==> config.mk <==
export PLATFORM = sky130hd
export DESIGN_NAME = yuv422_to_bgr_bottom_up_top
export DESIGN_NICKNAME = d
export VERILOG_FILES = /design/src/rtl/ybbu_pkg.sv /design/src/rtl/ybbu_color.sv /design/src/rtl/ybbu_addr.sv /design/src/rtl/yuv422_to_bgr_bottom_up_top.sv
export SDC_FILE = /design/constraint.sdc
export NUM_CORES = 1
export LEC_CHECK = 0
export BUFFER_PORTS_ARGS = -buffer_cell sky130_fd_sc_hd__buf_2
export CAP_MARGIN = 5
export CORE_MARGIN = 2
export CORE_UTILIZATION = 55
export CTS_BUF_LIST = sky130_fd_sc_hd__clkbuf_16
export DETAILED_ROUTE_END_ITERATION = 12
export HOLD_SLACK_MARGIN = 0.06
export PLACE_DENSITY = 0.73
export SLEW_MARGIN = 0
export SYNTH_ARGS = -nofsm -noshare
export SYNTH_HDL_FRONTEND = slang
export SYNTH_HIERARCHICAL = 1
export SYNTH_SLANG_ARGS = --single-unit
==> constraint.sdc <==
create_clock -name clk_i -period 15.9 [get_ports clk_i]
set_clock_uncertainty 0.2 [all_clocks]
set_input_delay 0 -clock clk_i [delete_from_list [all_inputs] [get_ports clk_i]]
set_output_delay 0 -clock clk_i [all_outputs]
set_load 0.01 [all_outputs]
==> src/rtl/ybbu_pkg.sv <==
// Shared package for the 4:2:2 to BGR converter with bottom-up pair indexing.
// Holds field widths, register indexes, color coefficients and the clamp function.
// No dependencies.
package ybbu_pkg;

  localparam int unsigned MaxWidthDef  = 2048;
  localparam int unsigned MaxHeightDef = 2048;

  localparam int unsigned CfgW    = 12;
  localparam int unsigned CfgIdxW = 2;
  localparam int unsigned PixW    = 8;
  localparam int unsigned IndexW  = 21;
  localparam int unsigned SumW    = 18;

  localparam logic [CfgIdxW-1:0] RegFrameWidth  = 2'd0;
  localparam logic [CfgIdxW-1:0] RegFrameHeight = 2'd1;

  localparam logic [CfgW-1:0] FrameWidthRst  = 12'd80;
  localparam logic [CfgW-1:0] FrameHeightRst = 12'd60;

  // Chroma coefficients and offsets, all scaled by 128.
  localparam logic signed [SumW-1:0] CoefRv = 18'sd180;
  localparam logic signed [SumW-1:0] CoefGv = 18'sd91;
  localparam logic signed [SumW-1:0] CoefGu = 18'sd44;
  localparam logic signed [SumW-1:0] CoefBu = 18'sd226;
  localparam logic signed [SumW-1:0] OffR   = 18'sd22906;
  localparam logic signed [SumW-1:0] OffG   = 18'sd17264;
  localparam logic signed [SumW-1:0] OffB   = 18'sd28928;

  // Strobes that move one beat through the two pipeline registers.
  typedef struct packed {
    logic load;     // input beat accepted into the input register
    logic advance;  // input register moves into the result register
  } pipe_ctrl_t;

  // Floor shift by 7, then clamp to 0..255.
  function automatic logic [PixW-1:0] clamp_pix(logic signed [SumW-1:0] sum);
    logic signed [SumW-8:0] q;
    q = sum[SumW-1:7];
    if (q < 0) begin
      return '0;
    end else if (q > 255) begin
      return '1;
    end else begin
      return q[PixW-1:0];
    end
  endfunction

endpackage

==> src/rtl/ybbu_color.sv <==
// Color path: input register for one macropixel, conversion logic, result register.
// Depends on ybbu_pkg.
module ybbu_color (
  input  logic                     clk_i,
  input  ybbu_pkg::pipe_ctrl_t     ctrl_i,
  input  logic [ybbu_pkg::PixW-1:0] luma_first_i,
  input  logic [ybbu_pkg::PixW-1:0] chroma_blue_i,
  input  logic [ybbu_pkg::PixW-1:0] luma_second_i,
  input  logic [ybbu_pkg::PixW-1:0] chroma_red_i,
  output logic [ybbu_pkg::PixW-1:0] blue_first_o,
  output logic [ybbu_pkg::PixW-1:0] green_first_o,
  output logic [ybbu_pkg::PixW-1:0] red_first_o,
  output logic [ybbu_pkg::PixW-1:0] blue_second_o,
  output logic [ybbu_pkg::PixW-1:0] green_second_o,
  output logic [ybbu_pkg::PixW-1:0] red_second_o
);
  import ybbu_pkg::*;

  logic [PixW-1:0] y0_q, u_q, y1_q, v_q;
  logic signed [SumW-1:0] y0_s, y1_s, u_s, v_s;
  logic signed [SumW-1:0] r_off, g_off, b_off;
  logic [PixW-1:0] b0_q, g0_q, r0_q, b1_q, g1_q, r1_q;

  always_ff @(posedge clk_i) begin
    if (ctrl_i.load) begin
      y0_q <= luma_first_i;
      u_q  <= chroma_blue_i;
      y1_q <= luma_second_i;
      v_q  <= chroma_red_i;
    end
  end

  always_comb begin
    y0_s  = $signed({{(SumW-PixW){1'b0}}, y0_q});
    y1_s  = $signed({{(SumW-PixW){1'b0}}, y1_q});
    u_s   = $signed({{(SumW-PixW){1'b0}}, u_q});
    v_s   = $signed({{(SumW-PixW){1'b0}}, v_q});
    // The chroma terms are shared by both pixels of the pair.
    r_off = v_s * CoefRv - OffR;
    g_off = OffG - v_s * CoefGv - u_s * CoefGu;
    b_off = u_s * CoefBu - OffB;
  end

  always_ff @(posedge clk_i) begin
    if (ctrl_i.advance) begin
      b0_q <= clamp_pix((y0_s <<< 7) + b_off);
      g0_q <= clamp_pix((y0_s <<< 7) + g_off);
      r0_q <= clamp_pix((y0_s <<< 7) + r_off);
      b1_q <= clamp_pix((y1_s <<< 7) + b_off);
      g1_q <= clamp_pix((y1_s <<< 7) + g_off);
      r1_q <= clamp_pix((y1_s <<< 7) + r_off);
    end
  end

  assign blue_first_o   = b0_q;
  assign green_first_o  = g0_q;
  assign red_first_o    = r0_q;
  assign blue_second_o  = b1_q;
  assign green_second_o = g1_q;
  assign red_second_o   = r1_q;

endmodule

==> src/rtl/ybbu_addr.sv <==
// Position path: column and row counters, bottom-up pair index and end-of-frame flag.
// Depends on ybbu_pkg.
module ybbu_addr #(
  parameter int unsigned MAX_WIDTH  = ybbu_pkg::MaxWidthDef,
  parameter int unsigned MAX_HEIGHT = ybbu_pkg::MaxHeightDef
) (
  input  logic                                clk_i,
  input  logic                                rst_ni,
  input  ybbu_pkg::pipe_ctrl_t                ctrl_i,
  input  logic [$clog2(MAX_WIDTH/2+1)-1:0]    pairs_i,
  input  logic [$clog2(MAX_HEIGHT+1)-1:0]     rows_i,
  output logic [ybbu_pkg::IndexW-1:0]         pair_index_o,
  output logic                                frame_done_o
);
  import ybbu_pkg::*;

  localparam int unsigned MaxPairs = MAX_WIDTH / 2;
  localparam int unsigned PairW    = $clog2(MaxPairs + 1);
  localparam int unsigned RowsW    = $clog2(MAX_HEIGHT + 1);
  localparam int unsigned ColW     = (MaxPairs > 1) ? $clog2(MaxPairs) : 1;
  localparam int unsigned RowW     = (MAX_HEIGHT > 1) ? $clog2(MAX_HEIGHT) : 1;
  localparam int unsigned ProdW    = RowW + PairW;
  localparam int unsigned AddW     = ((ProdW > ColW) ? ProdW : ColW) + 1;

  logic [ColW-1:0]  col_q, col_d, col_sat, col_s1_q;
  logic [RowW-1:0]  row_q, row_d, row_sat, flip, flip_s1_q;
  logic             last_s1_q, last_q;
  logic [PairW-1:0] pairs_m1;
  logic [RowsW-1:0] rows_m1;
  logic             row_end, row_at_last, frame_end;
  logic [AddW-1:0]  index_sum;
  logic [AddW+IndexW-1:0] index_ext;
  logic [IndexW-1:0] index_q;

  always_comb begin
    pairs_m1    = pairs_i - PairW'(1);
    rows_m1     = rows_i - RowsW'(1);
    // A counter left beyond the end by a size change ends the row or frame.
    row_end     = PairW'(col_q) >= pairs_m1;
    row_at_last = RowsW'(row_q) >= rows_m1;
    frame_end   = row_end && row_at_last;
    col_sat     = row_end ? ColW'(pairs_m1) : col_q;
    row_sat     = row_at_last ? RowW'(rows_m1) : row_q;
    flip        = RowW'(rows_m1) - row_sat;

    col_d = col_q;
    row_d = row_q;
    if (frame_end) begin
      col_d = '0;
      row_d = '0;
    end else if (row_end) begin
      col_d = '0;
      row_d = row_q + RowW'(1);
    end else begin
      col_d = col_q + ColW'(1);
    end
  end

  always_ff @(posedge clk_i or negedge rst_ni) begin
    if (!rst_ni) begin
      col_q <= '0;
      row_q <= '0;
    end else if (ctrl_i.load) begin
      col_q <= col_d;
      row_q <= row_d;
    end
  end

  always_ff @(posedge clk_i) begin
    if (ctrl_i.load) begin
      col_s1_q  <= col_sat;
      flip_s1_q <= flip;
      last_s1_q <= frame_end;
    end
  end

  always_comb begin
    index_sum = AddW'(ProdW'(flip_s1_q) * ProdW'(pairs_i)) + AddW'(col_s1_q);
    index_ext = {{IndexW{1'b0}}, index_sum};
  end

  always_ff @(posedge clk_i) begin
    if (ctrl_i.advance) begin
      index_q <= index_ext[IndexW-1:0];
      last_q  <= last_s1_q;
    end
  end

  assign pair_index_o = index_q;
  assign frame_done_o = last_q;

endmodule

==> src/rtl/yuv422_to_bgr_bottom_up_top.sv <==
// Latency: an accepted input beat passes through the input register and then the result register to the output.
// Throughput: one macropixel per cycle; the two pipeline registers keep taking beats
// while the output side is ready, and the input register holds one beat while it stalls.
// Reset (rst_ni low, asynchronous): pipeline empty, counters at the first pair of a
// frame, frame_width 80 and frame_height 60. Configuration writes are taken every cycle.
// Depends on ybbu_pkg, ybbu_color and ybbu_addr.
module yuv422_to_bgr_bottom_up_top #(
  parameter int unsigned MAX_WIDTH  = ybbu_pkg::MaxWidthDef,
  parameter int unsigned MAX_HEIGHT = ybbu_pkg::MaxHeightDef
) (
  input  logic                          clk_i,
  input  logic                          rst_ni,
  // Configuration write channel.
  input  logic                          cfg_valid_i,
  output logic                          cfg_ready_o,
  input  logic [ybbu_pkg::CfgIdxW-1:0]  cfg_index_i,
  input  logic [ybbu_pkg::CfgW-1:0]     cfg_data_i,
  // Input macropixel channel (Y0, U, Y1, V).
  input  logic                          in_valid_i,
  output logic                          in_ready_o,
  input  logic [ybbu_pkg::PixW-1:0]     luma_first_i,
  input  logic [ybbu_pkg::PixW-1:0]     chroma_blue_i,
  input  logic [ybbu_pkg::PixW-1:0]     luma_second_i,
  input  logic [ybbu_pkg::PixW-1:0]     chroma_red_i,
  // Result channel: two BGR pixels and their place in the bottom-up bitmap.
  output logic                          out_valid_o,
  input  logic                          out_ready_i,
  output logic [ybbu_pkg::PixW-1:0]     blue_first_o,
  output logic [ybbu_pkg::PixW-1:0]     green_first_o,
  output logic [ybbu_pkg::PixW-1:0]     red_first_o,
  output logic [ybbu_pkg::PixW-1:0]     blue_second_o,
  output logic [ybbu_pkg::PixW-1:0]     green_second_o,
  output logic [ybbu_pkg::PixW-1:0]     red_second_o,
  output logic [ybbu_pkg::IndexW-1:0]   pair_index_o,
  output logic                          frame_done_o
);
  import ybbu_pkg::*;

  localparam int unsigned MaxPairs = MAX_WIDTH / 2;
  localparam int unsigned PairW    = $clog2(MaxPairs + 1);
  localparam int unsigned RowsW    = $clog2(MAX_HEIGHT + 1);

  logic [CfgW-1:0]  width_q, height_q;
  logic [CfgW-1:0]  half_width;
  logic [PairW-1:0] pairs;
  logic [RowsW-1:0] rows;
  logic             s1_valid_q, s1_valid_d;
  logic             out_valid_q, out_valid_d;
  logic             out_free;
  pipe_ctrl_t       ctrl;

  // Configuration registers. The port never stalls; writes to unknown indexes
  // are dropped.
  assign cfg_ready_o = 1'b1;

  always_ff @(posedge clk_i or negedge rst_ni) begin
    if (!rst_ni) begin
      width_q  <= FrameWidthRst;
      height_q <= FrameHeightRst;
    end else if (cfg_valid_i) begin
      unique case (cfg_index_i)
        RegFrameWidth:  width_q  <= cfg_data_i;
        RegFrameHeight: height_q <= cfg_data_i;
        default: ;
      endcase
    end
  end

  // Frame geometry. Pairs per row is half the width, at least one and at most
  // the configured maximum; rows per frame likewise.
  always_comb begin
    half_width = {1'b0, width_q[CfgW-1:1]};
    if (half_width == '0) begin
      pairs = PairW'(1);
    end else if (32'(half_width) > 32'(MaxPairs)) begin
      pairs = PairW'(MaxPairs);
    end else begin
      pairs = PairW'(half_width);
    end

    if (height_q == '0) begin
      rows = RowsW'(1);
    end else if (32'(height_q) > 32'(MAX_HEIGHT)) begin
      rows = RowsW'(MAX_HEIGHT);
    end else begin
      rows = RowsW'(height_q);
    end
  end

  // Two-register pipeline. The result register frees up when its beat is taken,
  // so a new beat can enter every cycle while the output side keeps pace.
  always_comb begin
    out_free     = !out_valid_q || out_ready_i;
    ctrl.advance = s1_valid_q && out_free;
    in_ready_o   = !s1_valid_q || out_free;
    ctrl.load    = in_valid_i && in_ready_o;

    s1_valid_d = s1_valid_q;
    if (ctrl.load) begin
      s1_valid_d = 1'b1;
    end else if (ctrl.advance) begin
      s1_valid_d = 1'b0;
    end

    out_valid_d = out_valid_q;
    if (ctrl.advance) begin
      out_valid_d = 1'b1;
    end else if (out_ready_i) begin
      out_valid_d = 1'b0;
    end
  end

  always_ff @(posedge clk_i or negedge rst_ni) begin
    if (!rst_ni) begin
      s1_valid_q  <= 1'b0;
      out_valid_q <= 1'b0;
    end else begin
      s1_valid_q  <= s1_valid_d;
      out_valid_q <= out_valid_d;
    end
  end

  assign out_valid_o = out_valid_q;

  ybbu_color u_color (
    .clk_i          (clk_i),
    .ctrl_i         (ctrl),
    .luma_first_i   (luma_first_i),
    .chroma_blue_i  (chroma_blue_i),
    .luma_second_i  (luma_second_i),
    .chroma_red_i   (chroma_red_i),
    .blue_first_o   (blue_first_o),
    .green_first_o  (green_first_o),
    .red_first_o    (red_first_o),
    .blue_second_o  (blue_second_o),
    .green_second_o (green_second_o),
    .red_second_o   (red_second_o)
  );

  // Counters advance when a beat is accepted; the bitmap index is formed from the
  // position captured with the input beat and registered with the result.
  ybbu_addr #(
    .MAX_WIDTH  (MAX_WIDTH),
    .MAX_HEIGHT (MAX_HEIGHT)
  ) u_addr (
    .clk_i        (clk_i),
    .rst_ni       (rst_ni),
    .ctrl_i       (ctrl),
    .pairs_i      (pairs),
    .rows_i       (rows),
    .pair_index_o (pair_index_o),
    .frame_done_o (frame_done_o)
  );

endmodule

==> flow_summary.json <==
{
  "outcome": "finished, final reports clean",
  "crit_path_frequent_cell": "ha_1",
  "path_max_fanout": 8,
  "drt-pass1-iter-count": 8,
  "grt_use_met1_pct": 29.1,
  "rows": 68,
  "r2r_setup_slack_ps": 8750,
  "start_util_pct": 55.7,
  "layout.nets": 2641,
  "fmax_mhz": 140,
  "drv_slew": 0,
  "hpwl_mm": 32.7,
  "synth_adder_area_share_pct": 31.7,
  "critPathTopFamily": "compound AO/OA/AOI/OAI gates",
  "syn_area_mm2": 0.0192,
  "synth_common_cells": "311 x inv_1, 268 x ha_1, 153 x nand2_1",
  "min_period_over_period_pct": 45.0,
  "synthToLayoutAreaGrowth_pct": 12.4,
  "route.detailed.drc": 0,
  "grt_pass1_vias": 15372,
  "tritoncts": "yes",
  "cts-htree-levels": 4,
  "dieArea_mm2": 0.0364,
  "cts.repair.resized": 0,
  "insertion_delay_ps": 460,
  "syn_nets": 2461,
  "relSlewSlack_pct": 21.3,
  "synth-seq-cells": 170,
  "cp.depth": 24,
  "ant_nets": 0,
  "wl_mm": 42.5,
  "yosysTopAreaCell": "edfxtp_1",
  "hp-class": "in -> async",
  "grt_overflow": 0,
  "cts_root_buffer": "clkbuf_16",
  "syn_inst": 2007,
  "ys_types": 93,
  "avgSynthCellArea_um2": 9.56,
  "worstMarginPinSlew_ps": 1180,
  "tns_ps": 0,
  "cp_slowest_cell": "a2111oi_0",
  "worst-path-buf-inv": 1,
  "cts.sinks": 170,
  "synth_top_family_by_area": "adder cells",
  "synth_compound_area_share_pct": 13.8,
  "cts_made_buffers": 17,
  "cts_buffer_depth": 2,
  "grt_start_max_net_pins": 69,
  "dp_cells": 2544,
  "r2r_cells": 24,
  "use_met2_pct": 44.7,
  "core_mm2": 0.0345,
  "end_kind": "register",
  "port_buffers": 122,
  "fp.dieH_um": 191,
  "synthTopCellsByArea": "edfxtp_1 19%, ha_1 17%, fa_1 14%, inv_1 6.1%, dfrtp_1 5.2%",
  "grt_setup_unrepaired": "no",
  "io-pin-count": 124,
  "yosys_most_used_dff": "edfxtp_1",
  "gp_congestion": 0.939,
  "wl_per_cell_um": 16.0,
  "critical_path.max_stage_delay_ps": 580,
  "vias": 14909,
  "setup_viol": 0,
  "synth-xor-area-share_pct": 5.28,
  "cp_data_required_time_ps": 16010,
  "hold_violations": 0,
  "worstSetupStartpointType": "register",
  "worstPathArrival_ps": 7260,
  "final_cells": 2655,
  "r2r_end": "u_color/green_second_o[3]",
  "post_drt_via_cell_ratio": 5.62,
  "synthMuxAreaShare_pct": 2.09,
  "fp.dieW_um": 191,
  "grt_pass1_wl_mm": 71.9,
  "groute.usage.overall_pct": 24.5,
  "rr_startpoint": "u_color/v_q[2]",
  "yosysMostFrequentCell": "inv_1",
  "synth_simple_gate_area_share_pct": 14.3,
  "ys_async_sr_fraction_pct": 27.1,
  "path_class": "reg -> reg",
  "drv_cap": 0,
  "fin_crit_ps": 7150,
  "synth_top_cell_area_share_pct": 19.4,
  "path_cells": "ha_1 -> fa_1 -> ha_1 -> fa_1 -> inv_1 -> ha_1 -> a21o_1 -> a21oi_1 -> o21bai_1 -> a21oi_1 -> xnor2_1 -> ha_1 -> nand2_1 -> o21ai_0 -> a2111oi_0 -> nor2_1 -> o21a_1 -> o21ai_0 -> a21oi_1 -> ha_1 -> o41a_1 -> a21o_1 -> maj3_1 -> a2bb2o_1",
  "grt.met3_usage_pct": 2.93,
  "path_clk_slew_ps": 80,
  "crit_start": "u_color/v_q[2]",
  "antenna_found_initial": 0,
  "cp-endpoint": "u_color/green_second_o[3]",
  "grt.busiest_layer": "met2",
  "synth_edf_count": 124,
  "synth_seq_area_share_pct": 25.5,
  "drive_gt1_share_pct": 10.2,
  "yosysWarnings": 6,
  "antenna_cells": 0,
  "drtIter0Drc": 771
}
[flip-flops by register name, summed over array words and instances (netlist names)]
name and flops:
height_q 12, out_valid_o 1, s1_valid_q 1, u_addr/col_q 10, u_addr/col_s1_q 10, u_addr/flip_s1_q 11
u_addr/frame_done_o 1, u_addr/last_s1_q 1, u_addr/pair_index_o 21, u_addr/row_q 11, u_color/blue_first_o 8, u_color/blue_second_o 8
u_color/green_first_o 8, u_color/green_second_o 8, u_color/red_first_o 8, u_color/red_second_o 8, u_color/u_q 8, u_color/v_q 8
u_color/y0_q 8, u_color/y1_q 8, width_q 11
[per-layer routing]
layer / share of wire, % / wire, um
met1: 42 / 17700
met2: 51 / 21700
met3: 3.6 / 1540
met4: 3.5 / 1490
met5: 0 / 0
[layout make-up]
class	count	area [um2]
Tap cell	455	569
Clock buffer	17	425
Clock inverter	15	149
Multi-Input combinational cell	1478	12900
Fill cell	2815	12900
Inverter	311	1170
Timing Repair Buffer	209	1460
Sequential cell	170	4880
[per-stage QoR]
step	utilization (%)	cell area (um2)	hold slack, ps	setup WS, ps
finish	62.6	21600	73.4	8750
floorplan	-	19200	-496	9480
CTS	62.6	21600	60.5	8760
detailed placement	58.6	20200	-21.8	8820
global route	62.6	21600	67.8	8290
global placement	58.6	20200	-22.9	9050
[worst min-delay path by stage]
stage	from	endpoint	slack (ps)	cells past startpoint
finish	rst_ni	width_q[7]	70	2
global route	chroma_red_i[2]	u_color/v_q[2]	70	2
CTS	chroma_blue_i[4]	u_color/u_q[4]	60	2
detailed placement	chroma_blue_i[6]	u_color/u_q[6]	-20	1
global placement	chroma_red_i[7]	u_color/v_q[7]	-20	1
floorplan	rst_ni	height_q[0]	-500	0
[cells in the final DEF, fill, tap and decap left out, types with 40 or more instances in the layout]
cell             n
a21o_1          44
a21oi_1         73
and2_1          49
buf_2          122
dfrtp_1         40
dlygate4sd3_1   79
edfxtp_1       124
fa_1           135
ha_1           268
inv_1          311
nand2_1        153
nor2_1         113
nor2b_1         41
nor3_1          43
o21ai_0         65
xnor2_1         62
xor2_1          51
[logic make-up after synthesis]
logic type	count (synthesis)
other cells	1
fa+ha+maj	405
flops	170
compound gates	379
simple gates	542
buf+inv	359
xor+xnor	114
mux	37
[repair_timing]
| action | in CTS | in global routing |
|---|---|---|
| hold buffers | 79 | 0 |
| endpoints found under the hold margin | 121 | 0 |
| buffers inserted | 0 | 0 |
Power is left out: the tool's default activity adds up to more than one toggle a clock period on the data nets, which glitch-free logic cannot reach.
